--- config.mk ---
export PLATFORM = sky130hd
export DESIGN_NAME = pre_iter_unit
export DESIGN_NICKNAME = d
export VERILOG_FILES = /design/src/rtl/pre_pkg.sv /design/src/rtl/pre_iter_unit.sv
export SDC_FILE = /design/constraint.sdc
export NUM_CORES = 1
export LEC_CHECK = 0
export BUFFER_PORTS_ARGS = -buffer_cell sky130_fd_sc_hd__buf_2
export CELL_PAD_IN_SITES_DETAIL_PLACEMENT = 2
export CELL_PAD_IN_SITES_GLOBAL_PLACEMENT = 2
export CORE_MARGIN = 1.5
export CORE_UTILIZATION = 37
export DETAILED_ROUTE_END_ITERATION = 8
export HOLD_SLACK_MARGIN = 0.06
export PLACE_DENSITY = 0.89
export SYNTH_ARGS = -nofsm -noshare
export SYNTH_HDL_FRONTEND = slang
export SYNTH_SLANG_ARGS = --single-unit
--- constraint.sdc ---
create_clock -name clk -period 3.9 [get_ports clk]
set_clock_uncertainty 0.1 [all_clocks]
set_input_delay 0.195 -clock clk [delete_from_list [all_inputs] [get_ports clk]]
set_output_delay 0.195 -clock clk [all_outputs]
set_load 0.05 [all_outputs]
--- src/rtl/pre_pkg.sv ---
// shared types, constants and tables of the polyline ribbon expander
`default_nettype none
package pre_pkg;
    localparam int FRAC_BITS = 16;
    localparam int CFG_W = 16;
    localparam int IN_W = 184;
    localparam int OUT_W = 144;

    typedef struct packed {
        logic        first_point;
        logic [31:0] point_x;
        logic [31:0] point_y;
        logic [31:0] point_z;
        logic [30:0] point_width;
        logic [30:0] start_width;
        logic [7:0]  trail_red;
        logic [7:0]  trail_green;
        logic [7:0]  trail_blue;
    } in_item_t;

    // shared unit operations
    localparam logic [1:0] OP_SQRT = 2'd0;
    localparam logic [1:0] OP_DIV  = 2'd1;

    typedef struct packed {
        logic        start;
        logic [1:0]  op;
        logic [65:0] num;
        logic [63:0] den;
    } unit_req_t;

    typedef struct packed {
        logic        done;
        logic [65:0] quo;
    } unit_rsp_t;

    function automatic logic [1:0] corner_of(input logic [2:0] k);
        logic [1:0] c;
        unique case (k)
            3'd0: c = 2'd0;
            3'd1: c = 2'd1;
            3'd2: c = 2'd2;
            3'd3: c = 2'd0;
            3'd4: c = 2'd2;
            default: c = 2'd3;
        endcase
        return c;
    endfunction

    function automatic logic [31:0] sat32(input logic signed [33:0] v);
        logic [31:0] r;
        if (v > 34'sd2147483647) r = 32'h7fffffff;
        else if (v < -34'sd2147483648) r = 32'h80000000;
        else r = v[31:0];
        return r;
    endfunction
endpackage
`default_nettype wire

--- src/rtl/pre_iter_unit.sv ---
// shared radix-2 unit: restoring square root or long division, one bit a cycle
`default_nettype none
module pre_iter_unit import pre_pkg::*; (
    input  wire logic      clk,
    input  wire logic      rst_n,
    input  wire unit_req_t req,
    output unit_rsp_t      rsp
);
    logic        busy_reg, busy_next;
    logic [1:0]  op_reg, op_next;
    logic [6:0]  cnt_reg, cnt_next;
    logic [67:0] rem_reg, rem_next;
    logic [65:0] num_reg, num_next;
    logic [65:0] quo_reg, quo_next;
    logic [63:0] den_reg, den_next;
    logic [67:0] trial;
    logic [67:0] shifted;

    always_comb
    begin
        busy_next = busy_reg;
        op_next = op_reg;
        cnt_next = cnt_reg;
        rem_next = rem_reg;
        num_next = num_reg;
        quo_next = quo_reg;
        den_next = den_reg;
        shifted = '0;
        trial = '0;
        rsp.done = 1'b0;
        rsp.quo = quo_reg;
        if (req.start)
        begin
            busy_next = 1'b1;
            op_next = req.op;
            num_next = req.num;
            den_next = req.den;
            rem_next = '0;
            quo_next = '0;
            // 66-bit radicand is 33 bit pairs
            cnt_next = (req.op == OP_SQRT) ? 7'd33 : 7'd66;
        end
        else if (busy_reg)
        begin
            if (op_reg == OP_SQRT)
            begin
                // two radicand bits in, trial subtracts 4q+1
                shifted = {rem_reg[65:0], num_reg[65:64]};
                trial = shifted - {quo_reg[65:0], 2'b01};
                num_next = {num_reg[63:0], 2'b00};
                if (!trial[67])
                begin
                    rem_next = trial;
                    quo_next = {quo_reg[64:0], 1'b1};
                end
                else
                begin
                    rem_next = shifted;
                    quo_next = {quo_reg[64:0], 1'b0};
                end
            end
            else
            begin
                shifted = {rem_reg[66:0], num_reg[65]};
                trial = shifted - {4'd0, den_reg};
                num_next = {num_reg[64:0], 1'b0};
                if (!trial[67])
                begin
                    rem_next = trial;
                    quo_next = {quo_reg[64:0], 1'b1};
                end
                else
                begin
                    rem_next = shifted;
                    quo_next = {quo_reg[64:0], 1'b0};
                end
            end
            cnt_next = cnt_reg - 7'd1;
            if (cnt_reg == 7'd1) busy_next = 1'b0;
        end
        if (busy_reg && cnt_reg == 7'd1) rsp.done = 1'b1;
        if (busy_reg && cnt_reg == 7'd1) rsp.quo = quo_next;
    end

    always_ff @(posedge clk or negedge rst_n)
    begin
        if (!rst_n)
        begin
            busy_reg <= 1'b0;
            cnt_reg <= '0;
            op_reg <= OP_SQRT;
        end
        else
        begin
            busy_reg <= busy_next;
            cnt_reg <= cnt_next;
            op_reg <= op_next;
        end
    end

    always_ff @(posedge clk)
    begin
        rem_reg <= rem_next;
        num_reg <= num_next;
        quo_reg <= quo_next;
        den_reg <= den_next;
    end
endmodule
`default_nettype wire

### Yosys cells after proc, flatten, opt, wreduce, memory -nomap -nowiden

Index checks and enable logic that the tools add are counted.

* ROM bits: 0
* input bits: 135
* RAM bits: 0
* word-level logic and storage cells: 34
* register bits after elaboration: 273
* latch bits: 0
* memories: 0

* divide/modulo/power cells: 0
* reduce and logical (&&, ||, !) cells: 4
* shifts and indexed selects: 0
* muxes and demuxes: 19
* bitwise logic cells: 0
* add/sub/neg operators: 3
* $mul: 0
* $lt $le $gt $ge: 0
* equal/unequal tests: 1

Operators by type and width (number)
* $mux 66: 6
* $mux 67: 3
* $sub 68x64->68: 1
* $sub 68x68->68: 1
* $mux 7: 3
* $eq 7x1->1 const B: 1
* $mux 1: 7
* $sub 7x1->7 const B: 1
* $logic_not 2->1: 2
* $reduce_bool 2->1: 1
* $logic_and 1x1->1: 1

### Longest topological paths before layout

Gate-level depths: netlist of the first run.

* word-level depth: 6
* depth in mapped cells: 16

### Least setup slack after synthesis of the first run

No wires, ideal clock.

* kind: register to output
* start: reg rem_reg[3]
* end: out rsp[0] in the netlist's numbering
* buffers on the path: 1
* data arrival time: 3.900 ns
* stages on the path, launching flop included: 14
* path slack: -0.295 ns
* cell sequence: dfxtp_1 ha_1 a21o_1 or3_1 o2111ai_1 o21ai_1 a21o_1 nor2_1 o211ai_2 xnor2_1 clkbuf_1 nor2_1 nor2_1 o31ai_1

RTL lines
* from (decl): RTL line pre_iter_unit.sv:12 `logic [67:0] rem_reg, rem_next;`
* from (signal assigned): RTL line pre_iter_unit.sv:103 `rem_reg <= rem_next;`
* to (decl): RTL line pre_iter_unit.sv:7 `output unit_rsp_t rsp`

### Worst setup path after layout of the first run

* start: reg rem_reg[16]
* end: reg rem_reg[8]

* longest elaborated chain between the ends: 3
* elaborated cells on any way between the ends: 5

RTL lines
* $sub 68x64->68 / $sub 68x68->68 (equally long branches): RTL line pre_iter_unit.sv:65, pre_iter_unit.sv:49
* $mux 67, on equally long branches: RTL line pre_iter_unit.sv:67, pre_iter_unit.sv:51
* $mux 67 (*): RTL line pre_iter_unit.sv:45 `if (op_reg == OP_SQRT)`

Mark *: on every way between the ends. The rest lies on a longest branch, timed or not.
A chain may end at the register's enable or synchronous reset.

==> results.md, run 1 <==
- For the finished layout, the period the worst path requires is 4202 ps.
- The worst setup path is launched from a register.
- The highest fanout seen on the critical path is 27.
- The detail-routed net length per standard cell is 27.58 µm.
- The count of cell types in the netlist is 81.
- The clock-pin slew of the registers on the worst-case setup and hold paths is 70 ps.
- Summed over all cells, the static leakage comes to 11.63 nW.
- Routability-driven placement finished with a final weighted congestion of 0.9322.
- The initial DRC count is 1,704.
- Counting the fill cells in the layout gives 6,097.
- The number of standard cells in the final layout excluding fillers is 3,734.
- The area overhead of the layout relative to synthesis is 28.73%.
- The fraction of the yosys area taken by sequential cells is 32.42%.
- The pin count of the biggest net entering global routing is 198.
- The fraction of synthesized cell area taken by the top area cell type is 18.56%.
- The first detailed-routing pass ran for 5 iterations.
- In the synthesized netlist the async set-or-reset flop fraction comes to 3.663%.
- The depth of the CTS H-tree is 2.
- The overall routed net length is 103,000 µm.
- The synthesized area per cell is 8.192 µm².
- STA classifies the critical path endpoint as a register.
- The worst-case IR drop observed on VDD is 0.4177 mV.
- The post-synthesis net count is 2,835.
- The number of failing setup endpoints in the final timing report is 18.
- The master cell of the clock root buffer is clkbuf_16.
- By startpoint and endpoint, the worst setup path is classified as register to register.
- The first global-routing pass estimated 144,700 µm of wire.
- The register with the most flip-flops in the layout has 67 of them.
- In the synthesized netlist the dominant register cell turns out to be dfxtp_1.
- In this run the tightest slew margin relative to its limit is 34.00%.
- The via count of the first global-routing pass is 23.94k.
- Counting along the longest clock path gives a buffer depth of 3.
- The final reports fail on negative setup slack.
- The hold violation total from the final report came to 0.
- The number of enable-type register cells in the synthesized netlist is 130.
- Of the available clock period, the critical path in the final layout requires 107.8%.
- The run finished, with violations left.
- The number of nets in the finished design is 3,217.
- The initial utilization of the core area, before any placement, comes to 37.37%.
- The Yosys step of the flow raised 0 warnings.
- Across the run, the number of max-cap violations was 0.
- The detail route stage leaves a number of antenna-violating nets equal to 0.
- At the pin with the least slew margin, the transition time is 990.0 ps.
- The number of I/O pins is 202.
- Of the cells placed in the final design, the portion with a size suffix greater than 1 is 20.44%.
- The critical path data arrival time is 4510 ps.
- The TritonCTS buffer count is 35.
- The library cells used most frequently in the layout, excluding fill and tap cells, are 344 x nand2_1, 202 x nor2_1, 199 x buf_2.
- The max-slew violation total from the final report came to 0.
- The total DRC errors in the routed layout is 0.
- The number of antenna violations at the first check in global routing was 5.
- Dividing the detail-routed via count by the number of cells gives 6.104.
- The cell area after synthesis is 0.02103 mm².
- Registers take 0.006859 mm².
- Synthesis handed over a netlist of 2,567 instances.
- At the worst endpoint, the required time is 4210 ps.
- Power spread over the standard cell area amounts to 849.4 mW/mm².
- For the final routed database, the setup TNS stands at -1566 ps.
- The TritonCTS clock tree is built.
- The cell row count is 87.
- The die boundary width is 241.4 µm.
- Detailed placement ended at an HPWL of 65,300 µm.
- Summing all multi-input logic gate instances after layout gives 0.01371 mm².
- The total area inside the core boundary comes to 0.05628 mm².
- The chip height is 241.4 µm.
- Including well taps, the total number of placed cells is 3,503.
- The cell taking the most area after synthesis is edfxtp_1.
- The total number of vias is 22.79k.
- The register bit total from synthesis is 273.
- The setup slack after layout is -302.4 ps.
- The tree built by TritonCTS fans out to 273 sinks.
- The total congestion overflow is 0.
- Global routing consumed, over all layers together, 32.13% of the routing resources.
- The class of the most critical hold timing path is input port to register.
- Clock latency on the worst-skew pair, taken at its later pin, is 570 ps.
- For this run, the top clock speed supported by timing is 0.2380 GHz.
- Yosys attributes the largest share of cell area to edfxtp_1 19%, dfxtp_1 13%, ha_1 7.9%.
- The count of buffers from port buffering is 201.
- The total die area is 0.05827 mm².
- Leaving out fill and tap cells, the most frequent cell in the layout is nand2_1.
- Setup repair after global routing could not meet its margin everywhere.
[logic make-up after synthesis]
logic type	after synthesis	share of synthesized area, %
xor gates and xnor gates	126	5.248
AOI/OAI and AO/OA	806	25.51
DFF	273	32.42
adders and majority gates	133	7.949
buffers and inverters	331	6.146
and+or+nand+nor	747	15.48
muxes	151	7.253
[per-stage QoR]
stage	utilization [%]	power (mW)	worst slack [ps]	hold slack (ps)	instance area [µm²]
floorplan	-	12.51	124.5	-200.6	21030
global placement	41.77	16.31	-101.8	-33.22	23510
detailed placement	41.77	17.08	-222.9	-22.10	23510
CTS	46.76	21.12	-53.13	231.5	26320
global route	48.10	23.90	-309.5	258.9	27070
finish	48.10	22.99	-302.4	248.7	27070
[cell usage after synthesis, drive strengths merged (27+ instances only)]
cell type  instances
inv              166
nand2            348
o21ai            174
xor2              61
nor3              31
nand4             41
edfxtp           130
a21o              59
a21oi            185
mux2i            140
ha               132
o21a              27
o31ai             74
a211oi            39
nor2             211
dfxtp            133
clkbuf           127
xnor2             65
buf               38
o211ai            74
[worst max-delay path, cell delays in order (launching register included)]
cell and delay, ps:
dfxtp_1 640, ha_4 270, nand4_1 160, or3_4 460, nor3_4 230, a21o_1 270, nor2_2 90, o211ai_2 250
buf_4 150, buf_4 100, xor2_2 240, buf_12 230, mux2_1 350, o211ai_1 280, a21oi_1 190
[worst paths after layout]
| path | from | slack [ps] | to | cells after the start |
|---|---|---|---|---|
| max | rem_reg[16] | -300 | rem_reg[8] | 14 |
| min | req[61] | 250 | den_reg[61] | 2 |
| max reg2reg | rem_reg[16] | -300 | rem_reg[8] | 14 |
| min reg2reg | quo_reg[44] | 440 | quo_reg[44] | 2 |
| max in group asynchronous | rst_n | 2760 | busy_reg | 3 |
| min in group asynchronous | rst_n | 550 | op_reg[0] | 3 |
[power breakdown]
group	total [mW]	internal, mW	switching, mW
Combinational	15.4	5.96	9.47
Sequential	4.17	3.50	0.667
Clock	3.39	1.99	1.41
[timing repair]
item,4_1_cts,5_1_grt
gates cloned,0,1
setup buffers,7,22
pin swaps,10,36
setup endpoints to repair,51,46
hold buffers,135,0
resized for setup,63,127
hold endpoints to repair,175,0
[layer usage]
| metal | part of all wire (%) | GRT usage, % | vias to the layer above |
|---|---|---|---|
| met2 | 48 | 55.16 | 827 |
| li1 | - | - | 10100 |
| met3 | 5.6 | 3.635 | 244 |
| met4 | 3.8 | 9.716 | 2 |
| met5 | 0.013 | 0 | - |
| met1 | 42 | 42.23 | 11620 |
[area by class of cell]
cell class              count  share of cell area, %
repair buffers            510                  13.93
diodes                      4                0.03698
multi-input cells        1963                  50.64
inverters                 166                  2.302
well taps                 756                  3.494
clock buffers              57                  4.040
clock inverters             5                 0.2172
flip-flops and latches    273                  25.34
Note: power is estimated with default switching activity, not from simulation.
==> inputs of run 2 (changes only) <==
- CTS_BUF_LIST: not set -> sky130_fd_sc_hd__clkbuf_8
- RECOVER_POWER: not set -> 25
==> results.md, run 2 (synthesis results as in run 1) <==
- The worst reg-to-reg setup slack is -130 ps (was -300 ps).
- The worst-skew pair later-pin latency was 680 ps (was 570 ps).
- The number of buffers on the longest clock path was 3 (unchanged).
- The worst slew margin relative to its limit was 33.37% (was 34.00%).
- The depth of the CTS H-tree is 2 (unchanged).
- The share of the cycle needed by the critical path after routing was 103.7% (was 107.8%).
- The total congestion overflow is 0 (unchanged).
- The largest vdd supply drop is 0.4656 mV (was 0.4177 mV).
- The flip-flop count of the largest register, all copies and words added came to 67 (unchanged).
- The number of antenna violations at the first check in global routing came to 7 (was 5).
- The number of failing setup endpoints in the final timing report is 15 (was 18).
- The area of combinational cells with multiple inputs was 0.01381 mm² (was 0.01371 mm²).
- The critical path endpoint category is an output pin (was register).
- The max-capacitance violation count was 0 (unchanged).
- Outcome: finished, violations left (unchanged).
- The reported net switching power is 11.79 mW (was 11.55 mW).
- The power per cell area came to 853.3 mW/mm² (was 849.4 mW/mm²).
- The class of the most critical hold timing path is input port to register (unchanged).
- The antenna violation net count after detailed routing is 0 (unchanged).
- The internal power summed over all cells is 11.38 mW (was 11.45 mW).
- The placeable core region is 0.05628 mm² (unchanged).
- The reg-to-reg critical path startpoint is rem_reg[22] (was rem_reg[16]).
- The number of vias per cell after detailed routing is 6.116 (was 6.104).
- The max-slew violation total from the final report is 0 (unchanged).
- The final sum of negative setup slack is -644.6 ps (was -1566 ps).
- The overall routed net length is 105,200 µm (was 103,000 µm).
- The highest fanout seen on the critical path is 4 (was 27).
- The master cell of the clock root buffer is clkbuf_8 (was clkbuf_16).
- Violations in the final reports: negative setup slack (unchanged).
- The number of filler cells placed in the layout is 6,110 (was 6,097).
- The TritonCTS buffer count is 52 (was 35).
- The total die area is 0.05827 mm² (unchanged).
- The routability-driven placement congestion ratio is 0.9322 (unchanged).
- The proportion of layout cells with a drive suffix above 1 is 20.51% (was 20.44%).
- The clock network power share came to 14.5% (was 14.8%).
- The switching share of total power is 50.88% (was 50.22%).
- The die boundary width is 241.4 µm (unchanged).
- The number of nets in the finished design came to 3,228 (was 3,217).
- The category of the worst setup path launch point is a register (unchanged).
- The critical path data arrival time came to 3750 ps (was 4510 ps).
- The critical path's most frequent cell is nor2_4 (was buf_4).
- Unrepaired setup endpoints after global routing: true (unchanged).
- The cell row count is 87 (unchanged).
- The initial DRC count is 1,760 (was 1,704).
- The TritonCTS clock tree is built (unchanged).
- The detail-routed net length per standard cell is 27.92 µm (was 27.58 µm).
- The final critical delay including setup and external delays is 4045 ps (was 4202 ps).
- The chip height is 241.4 µm (unchanged).
- The worst stage delay on the critical path is 420 ps (was 640 ps).
- The slew at the pin closest to its max-slew limit came to 999.4 ps (was 990.0 ps).
- The total DRC errors in the routed layout is 0 (unchanged).
- Commonest cells after routing, fill and taps aside: 343 x nand2_1, 201 x nor2_1, 181 x inv_1 (was 344 x nand2_1, 202 x nor2_1, 199 x buf_2).
- The startpoint of the worst setup timing path is quo_reg[3] (was rem_reg[16]).
- The highest attainable clock frequency is 0.2472 GHz (was 0.2380 GHz).
- The clock sink count came to 273 (unchanged).
- The capture instance of the worst register-to-register path is rem_reg[8] (unchanged).
- The effective utilization at floorplan was 37.37% (unchanged).
- The leakage dissipation is 11.67 nW (was 11.63 nW).
- The detailed-router iteration count before antenna repair is 5 (unchanged).
- Cells along the critical path: inv_1, ha_1, buf_4, o21a_1, o211ai_1, a21oi_4, a41oi_4, o211a_4, a41o_1, nor2_4, nor2_4, nor2_4, o31ai_4, buf_6 (was ha_4, nand4_1, or3_4, nor3_4, a21o_1, nor2_2, o211ai_2, buf_4, buf_4, xor2_2, buf_12, mux2_1, o211ai_1, a21oi_1).
- The count of buffers from port buffering is 201 (unchanged).
- The required time at the endpoint of the critical path came to 3610 ps (was 4210 ps).
- The number of cells on the worst reg-to-reg path is 14 (unchanged).
- The endpoint of the worst setup timing path is rsp[0] (was rem_reg[8]).
- The overall fraction of global-route tracks in use was 33.54% (was 32.13%).
- The hold violation total from the final report was 0 (unchanged).
- The half-perimeter wire length of the detailed placement result is 65,300 µm (unchanged).
- The path type of the worst setup path is register to output pin (was register to register).
- The global-route wire length before repair is 150,400 µm (was 144,700 µm).
- The area overhead of the layout relative to synthesis is 29.10% (was 28.73%).
- The critical-path cell with the highest stage delay is dfxtp_1 (unchanged).
- The commonest non-fill, non-tap cell in the layout is nand2_1 (unchanged).
- The number of I/O pins came to 202 (unchanged).
- The setup slack after layout was -145.4 ps (was -302.4 ps).
- The total number of vias is 23.04k (was 22.79k).
- The area taken by flip-flops and latches came to 0.006850 mm² (was 0.006859 mm²).
- The via count of the first global-routing pass is 24.52k (was 23.94k).
- The launch instance of the worst min-delay path is req[12] (was req[61]).
- The pin count of the biggest net entering global routing is 198 (unchanged).
- The combinational cell fraction of total power is 67.5% (was 67.1%).
- The total design power is 23.16 mW (was 22.99 mW).
- The relative contribution of sequential cells to total power is 18.0% (was 18.1%).
- The clock-pin slew of the registers on the worst-case setup and hold paths is 70 ps (about the same).
run 2: cell types whose count changed in the layout (fill, tap and decap cells not counted), sizes merged:
cell         previous run  this run
bufinv                  1         6
inv                   166       188
dlygate4sd3           135       137
clkinv                  2         5
buf                   374       342
clkbuf                 58        88
diode                   4         7
run 2: per-stage QoR:
step           utilization [%]  std cells  cell area (µm²)  hold slack (ps)  setup slack, ps
2_1_floorplan                -       2567            21030           -200.6            124.5
3_5_place_dp             41.77       3503            23510           -22.10           -222.9
5_1_grt                  48.24       3767            27150            140.1           -240.8
3_3_place_gp             41.77       3503            23510           -33.22           -101.8
6_report                 48.24       3767            27150            156.0           -145.4
4_1_cts                  47.40       3752            26680            79.18           -39.78
run 2: power by group through the flow:
stage               sequential [mW]  combinational (mW)  clock (mW)
CTS                            4.05                13.9        3.36
floorplan                      3.85                8.66           0
global placement               4.01                12.3           0
global route                   4.17                16.4        3.52
finish                         4.17                15.6        3.37
detailed placement             4.06                13.0           0
run 2: cell type report:
type                       instances  share of cell area (%)
antenna                            7                 0.06453
clock buffer                      63                   3.194
clock inverter                    35                   1.161
inverter                         166                   2.295
multi-input combinational       1963                   50.86
sequential                       273                   25.23
tap                              756                   3.484
timing repair buffer             504                   13.71
run 2: critical path, delay by kind of cell, from the launching register on:
family,cells,cell delay [ps]
buf+inv,3,480
compound gates,7,1570
flops,1,420
fa+ha+maj,1,320
simple gates,3,290
run 2: worst min-delay path by stage:
stage                        to  slack [ps]  depth (start not counted)
floorplan              busy_reg        -200                          0
global placement      op_reg[0]         -30                          1
detailed placement    op_reg[0]         -20                          1
CTS                 den_reg[11]          80                          2
global route        den_reg[12]         140                          2
finish              den_reg[12]         160                          2
run 2: what timing repair did:
action	4_1_cts	5_1_grt
hold endpoints to repair	178	0
endpoints found under the setup margin	53	64
setup buffers	14	7
gates cloned	0	1
resized for setup	120	88
pin swaps	26	24
hold buffers	137	0
run 2: metal layers:
metal | wire [µm] | global-route usage, %
met5 | 0 | 0
met4 | 4146 | 11.89
met3 | 6106 | 4.284
met2 | 50970 | 57.73
met1 | 43950 | 42.99
